--- src/rtl/hnm_sqrt.sv ---
// Pipelined integer square root, one result bit per stage, several lanes in lockstep.
// Standalone; instantiated by heightmap_normal_encoder.
module hnm_sqrt #(
  parameter int W     = 64,
  parameter int LANES = 1,
  parameter int SW    = 1
) (
  input  logic                          clk,
  input  logic                          rst,
  input  logic                          en,
  input  logic                          in_valid,
  input  logic [LANES-1:0][W-1:0]       in_rad,
  input  logic [SW-1:0]                 in_side,
  output logic                          out_valid,
  output logic [LANES-1:0][W/2-1:0]     out_root,
  output logic [SW-1:0]                 out_side
);
  localparam int N = W / 2;

  logic [LANES-1:0][W-1:0] rad  [N+1];
  logic [LANES-1:0][N+1:0] rem  [N+1];
  logic [LANES-1:0][N-1:0] root [N+1];
  logic                    vld  [N+1];
  logic [SW-1:0]           side [N+1];

  assign rad[0]  = in_rad;
  assign rem[0]  = '0;
  assign root[0] = '0;
  assign vld[0]  = in_valid;
  assign side[0] = in_side;

  for (genvar g = 0; g < N; g++) begin : g_stage
    logic [LANES-1:0][W-1:0] rad_next;
    logic [LANES-1:0][N+1:0] rem_next;
    logic [LANES-1:0][N-1:0] root_next;

    always_comb begin
      logic [N+1:0] rsh;
      logic [N+1:0] tr;
      for (int l = 0; l < LANES; l++) begin
        rsh = {rem[g][l][N-1:0], rad[g][l][W-1:W-2]};
        tr  = {root[g][l], 2'b01};
        rad_next[l] = rad[g][l] << 2;
        if (rsh >= tr) begin
          rem_next[l]  = rsh - tr;
          root_next[l] = {root[g][l][N-2:0], 1'b1};
        end else begin
          rem_next[l]  = rsh;
          root_next[l] = {root[g][l][N-2:0], 1'b0};
        end
      end
    end

    always_ff @(posedge clk) begin
      if (rst) begin
        vld[g+1] <= 1'b0;
      end else if (en) begin
        vld[g+1] <= vld[g];
      end
    end

    always_ff @(posedge clk) begin
      if (en) begin
        rad[g+1]  <= rad_next;
        rem[g+1]  <= rem_next;
        root[g+1] <= root_next;
        side[g+1] <= side[g];
      end
    end
  end

  assign out_valid = vld[N];
  assign out_root  = root[N];
  assign out_side  = side[N];

endmodule

--- config.mk ---
export PLATFORM = sky130hd
export DESIGN_NAME = hnm_sqrt
export DESIGN_NICKNAME = d
export VERILOG_FILES = /design/src/rtl/hnm_sqrt.sv
export SDC_FILE = /design/constraint.sdc
export NUM_CORES = 2
export LEC_CHECK = 0
export BUFFER_PORTS_ARGS = -buffer_cell sky130_fd_sc_hd__clkbuf_2
export CAP_MARGIN = 20
export CELL_PAD_IN_SITES_DETAIL_PLACEMENT = 1
export CELL_PAD_IN_SITES_GLOBAL_PLACEMENT = 1
export CORE_MARGIN = 5
export CORE_UTILIZATION = 53
export DETAILED_ROUTE_END_ITERATION = 12
export HOLD_SLACK_MARGIN = 0.08
export PLACE_DENSITY = 0.77
export SYNTH_ARGS = -nofsm -noshare
export SYNTH_HDL_FRONTEND = slang
export SYNTH_SLANG_ARGS = --single-unit
--- constraint.sdc ---
create_clock -name clk -period 3.95 [get_ports clk]
set_input_delay 0.79 -clock clk [delete_from_list [all_inputs] [get_ports clk]]
set_output_delay 0.79 -clock clk [all_outputs]
set_load 0.01 [all_outputs]
* Yosys cells after proc, flatten, opt, wreduce, memory -nomap -nowiden
Cells that the tools add are included.
** Storage, ports and cells
- Bits of input ports :: 69
- Register bits after elaboration :: 2547
** Operators by class
- Add/sub/neg operators :: 31
- Multiplexer cells :: 63
- Order comparisons :: 32
** Operator list (number)
- 32-bit two-way mux :: 30
- 34-bit by 10-bit >= comparator with 1-bit output :: 1
- 34-bit by 11-bit >= comparator with 1-bit output :: 1
- 34-bit by 12-bit >= comparator with 1-bit output :: 1
- 34-bit by 13-bit >= comparator with 1-bit output :: 1
- 34-bit by 14-bit >= comparator with 1-bit output :: 1
- 34-bit by 15-bit >= comparator with 1-bit output :: 1
- 34-bit by 16-bit >= comparator with 1-bit output :: 1
- 34-bit by 17-bit >= comparator with 1-bit output :: 1
- 34-bit by 18-bit >= comparator with 1-bit output :: 1
- 34-bit by 19-bit >= comparator with 1-bit output :: 1
- 34-bit by 20-bit >= comparator with 1-bit output :: 1
- 34-bit by 21-bit >= comparator with 1-bit output :: 1
- 34-bit by 22-bit >= comparator with 1-bit output :: 1
- 34-bit by 23-bit >= comparator with 1-bit output :: 1
- 34-bit by 24-bit >= comparator with 1-bit output :: 1
- 34-bit by 25-bit >= comparator with 1-bit output :: 1
- 34-bit by 26-bit >= comparator with 1-bit output :: 1
- 34-bit by 27-bit >= comparator with 1-bit output :: 1
- 34-bit by 28-bit >= comparator with 1-bit output :: 1
- 34-bit by 29-bit >= comparator with 1-bit output :: 1
- 34-bit by 3-bit >= comparator with 1-bit output :: 1
- 34-bit by 30-bit >= comparator with 1-bit output :: 1
- 34-bit by 31-bit >= comparator with 1-bit output :: 1
- 42 further kinds :: 73

* Depth between registers and ports, before layout
- Depth after elaboration :: 2
- Depth in mapped cells :: 15
- Mapped depth without buffers :: 14

* Least setup slack after synthesis
Ideal clock, no wire load.
- Path type :: reg2reg
- From :: register, netlist name g_stage[23].$5.rsh[2]
- To :: register, netlist name g_stage[24].$5.rsh[5]
- Cell stages (with the launch flop) :: 14
- Data required time :: 3.683 ns
- Clock period less this slack :: 3.549 ns
- Slack :: 0.401 ns
- Arrival :: 3.282 ns
- Library setup time :: 0.267 ns
- Cells stage by stage :: edfxtp_1 ha_1 nor2b_1 o21ai_1 a21oi_1 o211a_1 a2111oi_0 a21oi_1 a31oi_1 o21ai_1 nor2_1 clkbuf_1 clkbuf_1 a21oi_1

==> out/metrics.cfg <==
[status]
status = completed

[power]
p_int_w = 0.0557
netSwitchingFraction = 0.281
pwr-share-seq = 0.466
power_density_nw_per_um2 = 598
pwr-share-comb = 0.207
switching_power_w = 0.0218
p_leak_nw = 49.8
ir_worst_vdd_mv = 0.521
clock_power_share = 0.327

[global_route]
antenna_found_initial = 5
use_met3 = 0.0319
grt_pass1_vias = 75500
track_usage = 0.236
top_usage_layer = met2
grt_first_pass_wirelength_um = 420000
grt_remaining_overflow = 0
gr-usage-met1 = 0.269
use_met2 = 0.446
grt_max_degree = 145

[setup_path]
arrival_ns = 4.48
r2r_end = g_stage[28].$5.rsh[11]$_DFFE_PP_
rr_startpoint = g_stage[27].$5.tr[9]$_DFFE_PP_
worstPathRequired_ns = 4.61
path_cells = inv_1 -> ha_1 -> a21o_1 -> a21oi_1 -> o21bai_1 -> a211oi_1 -> o21ai_1 -> a31oi_2 -> o221ai_1 -> a21oi_1 -> o211ai_1 -> buf_12 -> mux2_1
crit_fanout = 51
cp_num_buf_inv = 2
cp_slowest_cell = a211oi_1
max_stage_delay_ns = 0.48
cp_top_family = compound AO/OA/AOI/OAI gates
cp-start-kind = flop
cp-end-kind = flop
r2r_cells = 13
r2r_slack_ns = 0.13
crit_type = flop to flop
crit_top_cell = a21oi_1

[timing]
drv_slew = 0
finalSetupViolations = 0
max_clock_freq_ghz = 0.262
rsz0062_at_grt = yes
worstMarginPinSlew_ns = 0.908
slew_headroom = 0.379
fin_crit_ns = 3.82
timing.final.crit_share = 0.967
setup_tns_ns = 0
finClkSkew_ns = 0.0715
finalHoldViolations = 0

[route]
ant_nets = 0
wl_per_cell_um = 21.6
vias = 69300
via_per_inst = 5.66
drt_first_iter_violations = 4061
first_pass_iters = 7
totalWireLength_um = 265000
drc = 0

[finish]
syn_to_final_growth_pct = 13.3
most-common-layout-cells = edfxtp_1 (2486), inv_1 (712), nand2_1 (620), ha_1 (564), nor2_1 (483)
final_layout_size_suffix_gt1_frac = 0.0834
final_cells = 12300
final_common_cell = edfxtp_1
nNetsFinal = 9845

[placed_design]
finalWeightedCongestion = 0.936
hpwlAfterDp_um = 190000
dp_cells = 11700
port_buffers = 102

[min_path]
holdCritStartpoint = in_valid
hold_path_class = input pin to flop
hold-path-endpoint = vld[31]$_SDFFE_PP0P_
holdPathStages = 3

[floorplan]
core-area_um2 = 215000
die_h_um = 475
rows = 170
design.die.area_um2 = 225000
start_util = 0.533
io_pins = 103
chipWidth_um = 475

[yosys]
synthCells = 8688
yosysSeqAreaShare = 0.658
synth_fa_ha_area_frac = 0.0616
synth_xor_area_frac = 0.0585
synth_compound_area_frac = 0.0919
async_flop_share = 0
yosys.area_share.simple = 0.0917
synthMuxAreaShare = 0.0104
synth_cell_types = 84
synth-edff-count = 2486
synthFlopType = edfxtp_1
ys.warnings.count = 0
syn_avg_cell_area_um2 = 13.2
synth_area_um2 = 114000
synth_top_family_by_area = compound AO/OA/AOI/OAI gates
synth_seq_cells = 2518
synth_nets = 9321

[clocking]
numCtsBuffers = 286
cts_sinks = 2518
cts-root-buf = clkbuf_16
clock_path_buffers = 4
clk_latency_ns = 0.97
clk_pin_slew_worst_paths_ns = 0.06
tritoncts = done
htreeDepth = 5

[job]
drv_cap = 0

[power by group through the flow]
| stage | Clock (W) | Combinational (W) | Sequential (W) |
|---|---|---|---|
| CTS | 0.0260 | 0.0160 | 0.0361 |
| detailed placement | 0 | 0.0158 | 0.0366 |
| finish | 0.0254 | 0.0160 | 0.0361 |
| global route | 0.0274 | 0.0178 | 0.0364 |
| floorplan | 0 | 0.0111 | 0.0355 |
| global placement | 0 | 0.0152 | 0.0365 |
[worst reg2reg max path: cells and delay by family (launching register included)]
kind                     cells  cell delay [ns]
buffers and inverters        2             0.29
adder cells (fa/ha/maj)      1             0.35
multiplexers                 1             0.39
flip-flops                   1             0.38
AO/OA/AOI/OAI                9             2.17
[cell usage after synthesis, types with 37 or more instances]
master    count  area share
edfxtp_1   2486        0.65
or3_1        82      0.0045
o21ai_1      48      0.0021
clkbuf_1    123      0.0040
o31ai_1      64      0.0042
nand3_1     140      0.0061
nor2b_1      77      0.0042
or4_1        42      0.0028
a211oi_1     39      0.0026
and3_1       37      0.0020
ha_1        564       0.062
o21ai_0     479       0.021
a31oi_1      44      0.0024
xor2_1      373       0.029
nor2_1      485       0.016
inv_1       712       0.023
nand2b_1    110      0.0060
o21bai_1     44      0.0029
mux2i_1      47      0.0041
a21o_1      229       0.015
o21a_1      112      0.0073
xnor2_1     391       0.030
nand2_1     620       0.020
nor3_1      222      0.0097
nor4_1       97      0.0053
nand4_1     102      0.0056
a21oi_1     474       0.021
[worst max path at each step]
stage                                                 from  cells after the start  slack (ns)                                to
after global routing        g_stage[3].$5.rsh[2]$_DFFE_PP_                     12       -0.06   g_stage[4].$5.rsh[31]$_DFFE_PP_
final                       g_stage[27].$5.tr[9]$_DFFE_PP_                     13        0.13  g_stage[28].$5.rsh[11]$_DFFE_PP_
after global placement    g_stage[30].$5.rsh[19]$_DFFE_PP_                      9       -0.14  g_stage[31].$5.rsh[30]$_DFFE_PP_
after CTS                  g_stage[29].$5.rsh[2]$_DFFE_PP_                     12        0.06  g_stage[30].$5.rsh[32]$_DFFE_PP_
after detailed placement  g_stage[30].$5.rsh[19]$_DFFE_PP_                      9       -0.18  g_stage[31].$5.rsh[31]$_DFFE_PP_
after floorplan            g_stage[23].$5.rsh[2]$_DFFE_PP_                     13        0.40   g_stage[24].$5.rsh[5]$_DFFE_PP_
[through the flow]
| stage | setup slack, ns | total power (W) | utilization | hold slack (ns) | instance area (µm²) |
|---|---|---|---|---|---|
| final | 0.129 | 0.0775 | 0.604 | 0.158 | 130000 |
| after global routing | -0.0587 | 0.0816 | 0.604 | 0.151 | 130000 |
| after CTS | 0.0634 | 0.0782 | 0.603 | 0.0938 | 130000 |
| after detailed placement | -0.184 | 0.0524 | 0.559 | 0.405 | 120000 |
| after global placement | -0.144 | 0.0517 | 0.559 | 0.400 | 120000 |
| after floorplan | 0.401 | 0.0467 | - | 0.400 | 114000 |
[state kept, by name, indices dropped and copies added, names as in the netlist]
| register | count |
|---|---|
| g_stage.$5.rsh | 996 |
| g_stage.$5.tr | 496 |
| g_stage.rad_next | 930 |
| out_root | 32 |
| out_side | 1 |
| out_valid | 1 |
| side | 31 |
| vld | 31 |
[layout make-up]
cell class	instances	area, µm²
Fill cell	20700	85100
Sequential cell	2518	75300
Multi-Input combinational cell	5316	36200
Clock buffer	357	7530
Tap cell	2838	3550
Timing Repair Buffer	372	3130
Inverter	718	2700
Clock inverter	128	1320
Antenna cell	3	7.51
[kinds of logic (layout without fill, tap and decap cells)]
family | count (synthesis) | count (layout)
muxes | 111 | 111
buffers and inverters | 854 | 1575
AOI/OAI and AO/OA | 1718 | 1718
xor gates and xnor gates | 764 | 764
adders and majority gates | 564 | 564
other | 1 | 4
and+or+nand+nor | 2158 | 2158
DFF | 2518 | 2518
[repair_timing]
action                     CTS  global route
setup endpoints to repair   12            83
pin swaps                    0             1
resized for setup            2            19
hold endpoints to repair    66             0
hold buffers                66             0
buffers inserted             0             3
[metal layers]
layer,part of all wire,vias to the layer above
met1,0.39,34500
met3,0.032,546
met4,0.041,0
met5,0,-
li1,-,33000
met2,0.54,1206
Power figures use the tool's default switching activity.
