[src/rtl/hnm_pkg.sv]
// Shared widths, constants and helper functions for the height-map normal encoder.
// No dependencies; imported by hnm_div and heightmap_normal_encoder.
package hnm_pkg;

  localparam int HGT_W   = 8;
  localparam int SCALE_W = 16;
  localparam int MAG_W   = 24;
  localparam int FQ_W    = 17;
  localparam int SUM_W   = 20;
  localparam int SMAG_W  = 19;
  localparam int RAD_W   = 64;
  localparam int ROOT_W  = RAD_W / 2;

  localparam logic [SCALE_W-1:0] SCALE_RESET = 16'd256;
  localparam logic [16:0]        ONE_Q16     = 17'd65536;

  function automatic int max_of(input int x, input int y);
    return (x > y) ? x : y;
  endfunction

  // Clamp a sign-magnitude Q1.16 component to [-1, 1] and map it to a byte; zero maps to 0 (y to +1).
  function automatic logic [7:0] to_byte(input logic neg, input logic [FQ_W-1:0] q,
                                         input logic zero, input logic is_y);
    logic [16:0] m;
    logic [17:0] u;
    logic [25:0] p;
    m = (q > ONE_Q16) ? ONE_Q16 : q;
    u = neg ? (18'(ONE_Q16) - 18'(m)) : (18'(ONE_Q16) + 18'(m));
    if (zero) begin
      u = is_y ? (18'(ONE_Q16) << 1) : 18'(ONE_Q16);
    end
    p = (26'(u) << 8) - 26'(u);
    return p[24:17];
  endfunction

endpackage

[src/rtl/hnm_div.sv]
// Pipelined restoring unsigned divider, one quotient bit per stage, several lanes.
// Depends on hnm_pkg; instantiated by heightmap_normal_encoder.
module hnm_div #(
  parameter int NW    = 48,
  parameter int DW    = 32,
  parameter int QW    = 17,
  parameter int LANES = 1,
  parameter int SW    = 1
) (
  input  logic                     clk,
  input  logic                     rst,
  input  logic                     en,
  input  logic                     in_valid,
  input  logic [LANES-1:0][NW-1:0] in_num,
  input  logic [LANES-1:0][DW-1:0] in_den,
  input  logic [SW-1:0]            in_side,
  output logic                     out_valid,
  output logic [LANES-1:0][QW-1:0] out_quo,
  output logic [SW-1:0]            out_side
);
  import hnm_pkg::*;

  localparam int IW = max_of(NW, DW + QW);

  logic [LANES-1:0][IW-1:0] rem  [QW+1];
  logic [LANES-1:0][DW-1:0] den  [QW+1];
  logic [LANES-1:0][QW-1:0] quo  [QW+1];
  logic                     vld  [QW+1];
  logic [SW-1:0]            side [QW+1];

  always_comb begin
    for (int l = 0; l < LANES; l++) begin
      rem[0][l] = IW'(in_num[l]);
    end
  end
  assign den[0]  = in_den;
  assign quo[0]  = '0;
  assign vld[0]  = in_valid;
  assign side[0] = in_side;

  for (genvar g = 0; g < QW; g++) begin : g_stage
    localparam int B = QW - 1 - g;
    logic [LANES-1:0][IW-1:0] rem_next;
    logic [LANES-1:0][QW-1:0] quo_next;

    always_comb begin
      logic [IW-1:0] sub;
      for (int l = 0; l < LANES; l++) begin
        sub         = IW'(den[g][l]) << B;
        quo_next[l] = quo[g][l];
        if (rem[g][l] >= sub) begin
          rem_next[l]    = rem[g][l] - sub;
          quo_next[l][B] = 1'b1;
        end else begin
          rem_next[l] = rem[g][l];
        end
      end
    end

    always_ff @(posedge clk) begin
      if (rst) begin
        vld[g+1] <= 1'b0;
      end else if (en) begin
        vld[g+1] <= vld[g];
      end
    end

    always_ff @(posedge clk) begin
      if (en) begin
        rem[g+1]  <= rem_next;
        den[g+1]  <= den[g];
        quo[g+1]  <= quo_next;
        side[g+1] <= side[g];
      end
    end
  end

  assign out_valid = vld[QW];
  assign out_quo   = quo[QW];
  assign out_side  = side[QW];

endmodule

[config.mk]
export PLATFORM = sky130hd
export DESIGN_NAME = hnm_div
export DESIGN_NICKNAME = d
export VERILOG_FILES = /design/src/rtl/hnm_pkg.sv /design/src/rtl/hnm_div.sv
export SDC_FILE = /design/constraint.sdc
export NUM_CORES = 2
export LEC_CHECK = 0
export ABC_AREA = 1
export BUFFER_PORTS_ARGS = -buffer_cell sky130_fd_sc_hd__buf_2
export CORE_MARGIN = 5
export CORE_UTILIZATION = 25
export CTS_CLUSTER_SIZE = 20
export DETAILED_ROUTE_END_ITERATION = 16
export GPL_ROUTABILITY_DRIVEN = 0
export GPL_TIMING_DRIVEN = 0
export SLEW_MARGIN = 20
export SYNTH_ARGS = -nofsm -noshare
export SYNTH_HDL_FRONTEND = slang
export SYNTH_SLANG_ARGS = --single-unit
export TNS_END_PERCENT = 20
[constraint.sdc]
create_clock -name clk -period 3.2 [get_ports clk]
set_input_delay 0.48 -clock clk [delete_from_list [all_inputs] [get_ports clk]]
set_output_delay 0.48 -clock clk [all_outputs]
set_load 0.01 [all_outputs]
# Word-level counts from Yosys, hierarchy flattened
# Index checks and enable logic that the tools add are counted.
[totals]
register_bits = 1483
output_inout_bits = 19
wordCells = 150
[op_classes]
n_addsub = 16
n_mux = 17
magnitude_cmp = 17
[ops]
columns = ["op", "count"]
rows = [
  ["$mux W49", 15],
  ["$ge A49 B32 Y1", 1],
  ["$ge A49 B33 Y1", 1],
  ["$ge A49 B34 Y1", 1],
  ["$ge A49 B35 Y1", 1],
  ["$ge A49 B36 Y1", 1],
  ["$ge A49 B37 Y1", 1],
  ["$ge A49 B38 Y1", 1],
  ["$ge A49 B39 Y1", 1],
  ["$ge A49 B40 Y1", 1],
  ["$ge A49 B41 Y1", 1],
  ["$ge A49 B42 Y1", 1],
  ["$ge A49 B43 Y1", 1],
  ["$ge A49 B44 Y1", 1],
  ["$ge A49 B45 Y1", 1],
  ["$ge A49 B46 Y1", 1],
  ["$ge A49 B47 Y1", 1],
  ["$sub A48 B48 Y49", 1],
  ["$sub A49 B33 Y49", 1],
  ["$sub A49 B34 Y49", 1],
  ["$sub A49 B35 Y49", 1],
  ["$sub A49 B36 Y49", 1],
  ["$sub A49 B37 Y49", 1],
  ["$sub A49 B38 Y49", 1],
  ["other kinds (12)", 12],
]

# Longest topological paths before layout
[depth]
ltp_word = 2
depth_mapped = 17

# Worst setup path after synthesis
# No wires, ideal clock.
[synth_path]
kind = "register -> register"
from = "register rem[99] in the netlist's numbering"
to = "register rem[60] in the netlist's numbering, data pin"
stages_incl_launch_ff = 16
slack_ps = 796
t_required_ps = 2942
path_buffers = 1
arrival_time_ps = 2146
cell_sequence = "edfxtp_1 > inv_1 > ha_1 > inv_1 > fa_1 > nand3_1 > nand3_1 > nand2_1 > nand2_1 > nand2_1 > nand2_1 > nand2_1 > nand3_1 > nor2_2 > buf_2 > o21ai_1"
[synth_rtl]
columns = ["element", "line_no", "text"]
rows = [
  ["start, declared", "hnm_div.sv:25", "logic [LANES-1:0][IW-1:0] rem [QW+1];"],
  ["start signal, assigned by index", "hnm_div.sv:70", "rem[g+1] <= rem_next;"],
]

==> summary.md <==
| Metric | Value |
|---|---|
| Capture point of the worst reg-to-reg path | `rem[139]$_DFFE_PP_` |
| Avg Vias per Cell | `4.454` |
| Mapped Area | `104000 um2` |
| Top cells by area, synth | `edfxtp_1, nand2_1, inv_1` |
| Post-synth top flop | `edfxtp_1` |
| Post-synth top area cell | `edfxtp_1` |
| Placed Area | `111800 um2` |
| Compound-Gate Fraction of Synth Area | `3.192%` |
| Hold WS | `0.2741 ns` |
| Maximum VDD drop | `0.6552 mV` |
| Rows | `236` |
| Clock transition at the registers of the reported paths | `0.07 ns` |
| Grt total ovfl | `0` |
| Hold worst-path end | `den[382]$_DFFE_PP_` |
| Post-synth EDFFs | `1466` |
| Worst Skew | `0.09544 ns` |
| Hold path depth | `2` |
| Total CTS buffers | `180` |
| DR WL/cell | `16.46 um` |
| Power Density | `823.5 nW/um2` |
| Worst r2r src | `den[120]$_DFFE_PP_` |
| First DRT Iteration DRCs | `8531` |
| CP Data Required Time | `3.85 ns` |
| Vias in the first global route | `85.50k` |
| Die area | `429100 um2` |
| Die H | `655.1 um` |
| Port Buffers | `102` |
| Share of cells above drive strength 1 | `4.301%` |
| DR pass1 iterations | `8` |
| Post-synthesis mux area share | `0%` |
| Synth async-reset ratio | `0%` |
| Period utilization | `98.77%` |
| Gr usage total | `15.33%` |
| Die extent in x | `655.1 um` |
| Initial Util | `25.13%` |
| CTS tree | `built` |
| WL final | `340600 um` |
| Syn_area_per_cell | `7.090 um2` |
| Final core occ | `28.69%` |
| Hold Violations, Final | `0` |
| Fill cells | `44.96k` |
| CP startpoint kind | `flop` |
| Hpwl dp | `280800 um` |
| Routed vias | `92.14k` |
| Syn-to-layout area delta | `14.18%` |
| Leak | `59.16 nW` |
| Status | `finished clean` |
| Clk root buf | `clkbuf_16` |
| Gate Count Post-Synth | `14.67k` |
| Least-Margin Pin Slew | `1.133 ns` |
| Largest net degree at the start of global routing | `147` |
| Hold WC Path Type | `in2reg` |
| Crit Path Max Fanout | `10` |
| Pins Over Slew Limit | `0` |
| Flop and latch count out of synthesis | `1483` |
| Design Area, Final | `118800 um2` |
| Post-synth cell types | `51` |
| Clock Tree Buf Depth | `4` |
| Simple-Gate Fraction of Synth Area | `33.27%` |
| YS warnings | `0` |
| Top cell type's share of synthesized area | `42.32%` |
| Cell with the most instances after synthesis | `nand2_1` |
| Core ar. | `414000 um2` |
| Post-layout minimum cycle time | `3.160 ns` |
| Antenna violations before repair | `6` |
| Max Cap Viol | `0` |
| Synth Area in Adders | `6.851%` |
| Reg2Reg Depth | `11` |
| Nets@finish | `15.71k` |
| Main combinational cell family by area after synthesis | `simple AND/OR/NAND/NOR gates` |
| Hold Path Origin | `en` |
| Fmax | `316.4 MHz` |
| CP Class | `reg2reg` |
| Register area share after synthesis | `42.65%` |
| Worst skew pair latency | `0.90 ns` |
| CTS H-tree lvls | `4` |
| Top cells by count, synth | `nand2_1, inv_1, edfxtp_1, nor2_1, nand3_1` |
| WP data arrival | `3.81 ns` |
| Critical Path Sink Type | `flop` |
| Detail Route Antenna Nets | `0` |
| Worst R2R Setup Slack | `0.04 ns` |
| Xor and xnor area share after synthesis | `2.400%` |
| I/O pin count | `104` |
| Final setup TNS | `0 ns` |
| DRC Markers | `0` |
| Synth Net Count | `15.32k` |
| Max_slew headroom | `23.78%` |
| Setup Viol. Count Final | `0` |
| TritonCTS sink count | `1483` |
| First-pass GRT wire length | `507800 um` |
## stage by stage
stage | std cells | total power, mW | setup WS [ns]
4_1_cts | 20680 | 97.68 | 0.02978
3_3_place_gp | 20250 | 77.00 | -22.69
3_5_place_dp | 20260 | 76.36 | -0.4315
6_report | 20690 | 97.81 | 0.03951
5_1_grt | 20680 | 105.0 | -0.001332
2_1_floorplan | 14670 | 61.31 | 0.7963
## flip-flops by register name, indices dropped and copies added, names as in the netlist
name and count:
den 512, out_side 1, vld 16, g_stage.quo_next 136, out_valid 1, side 16
rem 784, out_quo 17
## power by group
| part | switching [mW] | total (mW) | internal [mW] | leakage (nW) |
|---|---|---|---|---|
| combinational | 31.4 | 45.9 | 14.5 | 42.0 |
| sequential | 3.83 | 31.2 | 27.4 | 14.3 |
| clock | 8.73 | 20.7 | 12.0 | 2.84 |
| total | 44.0 | 97.8 | 53.8 | 59.2 |
## repair_timing
| action | in CTS | in global routing |
|---|---|---|
| hold buffers | 83 | 0 |
| buffers inserted | 5 | 6 |
| pin swaps | 1 | 3 |
| resized for setup | 22 | 23 |
| endpoints found under the hold margin | 89 | 0 |
| setup endpoints to repair | 153 | 136 |
## worst max-delay path, stage by stage, from the launching register on
cell and delay [ns]:
edfxtp_1 0.44, inv_1 0.06, ha_1 0.40, nand2_1 0.13, nor2_1 0.26, nand2_1 0.20
nor2_2 0.17, nand4_1 0.16, nor3_2 0.28, nor2_4 0.15, buf_2 0.24, a21oi_1 0.43
## metal layers
metal / wire length (um) / GRT usage [%]
met5: 4 / 0
met4: 19880 / 7.452
met3: 24180 / 2.314
met2: 157400 / 26.00
met1: 139100 / 18.98
## worst max-delay path by stage
| stage | slack (ns) | from | to |
|---|---|---|---|
| 2_1_floorplan | 0.80 | rem[99]$_DFFE_PP_ | rem[60]$_DFFE_PP_ |
| 3_3_place_gp | -22.69 | en | rem[252]$_DFFE_PP_ |
| 3_5_place_dp | -0.43 | den[343]$_DFFE_PP_ | rem[471]$_DFFE_PP_ |
| 4_1_cts | 0.03 | den[120]$_DFFE_PP_ | rem[137]$_DFFE_PP_ |
| 5_1_grt | -0.001 | den[307]$_DFFE_PP_ | rem[436]$_DFFE_PP_ |
| 6_report | 0.04 | den[120]$_DFFE_PP_ | rem[139]$_DFFE_PP_ |
## cells in the final DEF (no fill, tap or decap), types with 26 or more instances in the layout
master,Yosys,final
xnor2_1,31,31
nand3_1,807,803
dlygate4sd3_1,0,83
nand4_1,168,168
nor3_1,135,133
clkbuf_16,0,181
clkbuf_1,15,37
edfxtp_1,1466,1466
nand2_1,6119,6117
nand3b_1,81,81
buf_4,22,37
o21bai_1,42,42
inv_1,2969,2969
inv_2,31,31
xor2_1,254,254
buf_6,24,26
buf_2,54,148
o21ai_0,83,82
ha_1,544,543
nor2_2,33,37
clkinv_1,5,31
and2_1,32,32
a21oi_1,457,454
nor2_1,1146,1138
## final cells by class
class	count	area [um2]	share of cell area (%)
diodes	6	15.01	0.01264
plain buffers	121	854.6	0.7194
clock buffers	203	4612	3.883
clock inverters	122	1313	1.105
inverters	3006	11290	9.501
multi-input cells	10060	47690	40.15
flip-flops and latches	1483	44360	37.35
well taps	5474	6849	5.766
repair buffers	209	1797	1.513
## logic make-up (layout without fill, tap and decap cells)
family                     after synthesis  in the layout
adders and majority gates              560            560
AOI/OAI and AO/OA                      623            623
other                                    0              6
DFF                                   1483           1483
buffers and inverters                 3127           3661
and+or+nand+nor                       8595           8595
xor gates and xnor gates               285            285
No activity file was read; power rests on OpenSTA's default activity.
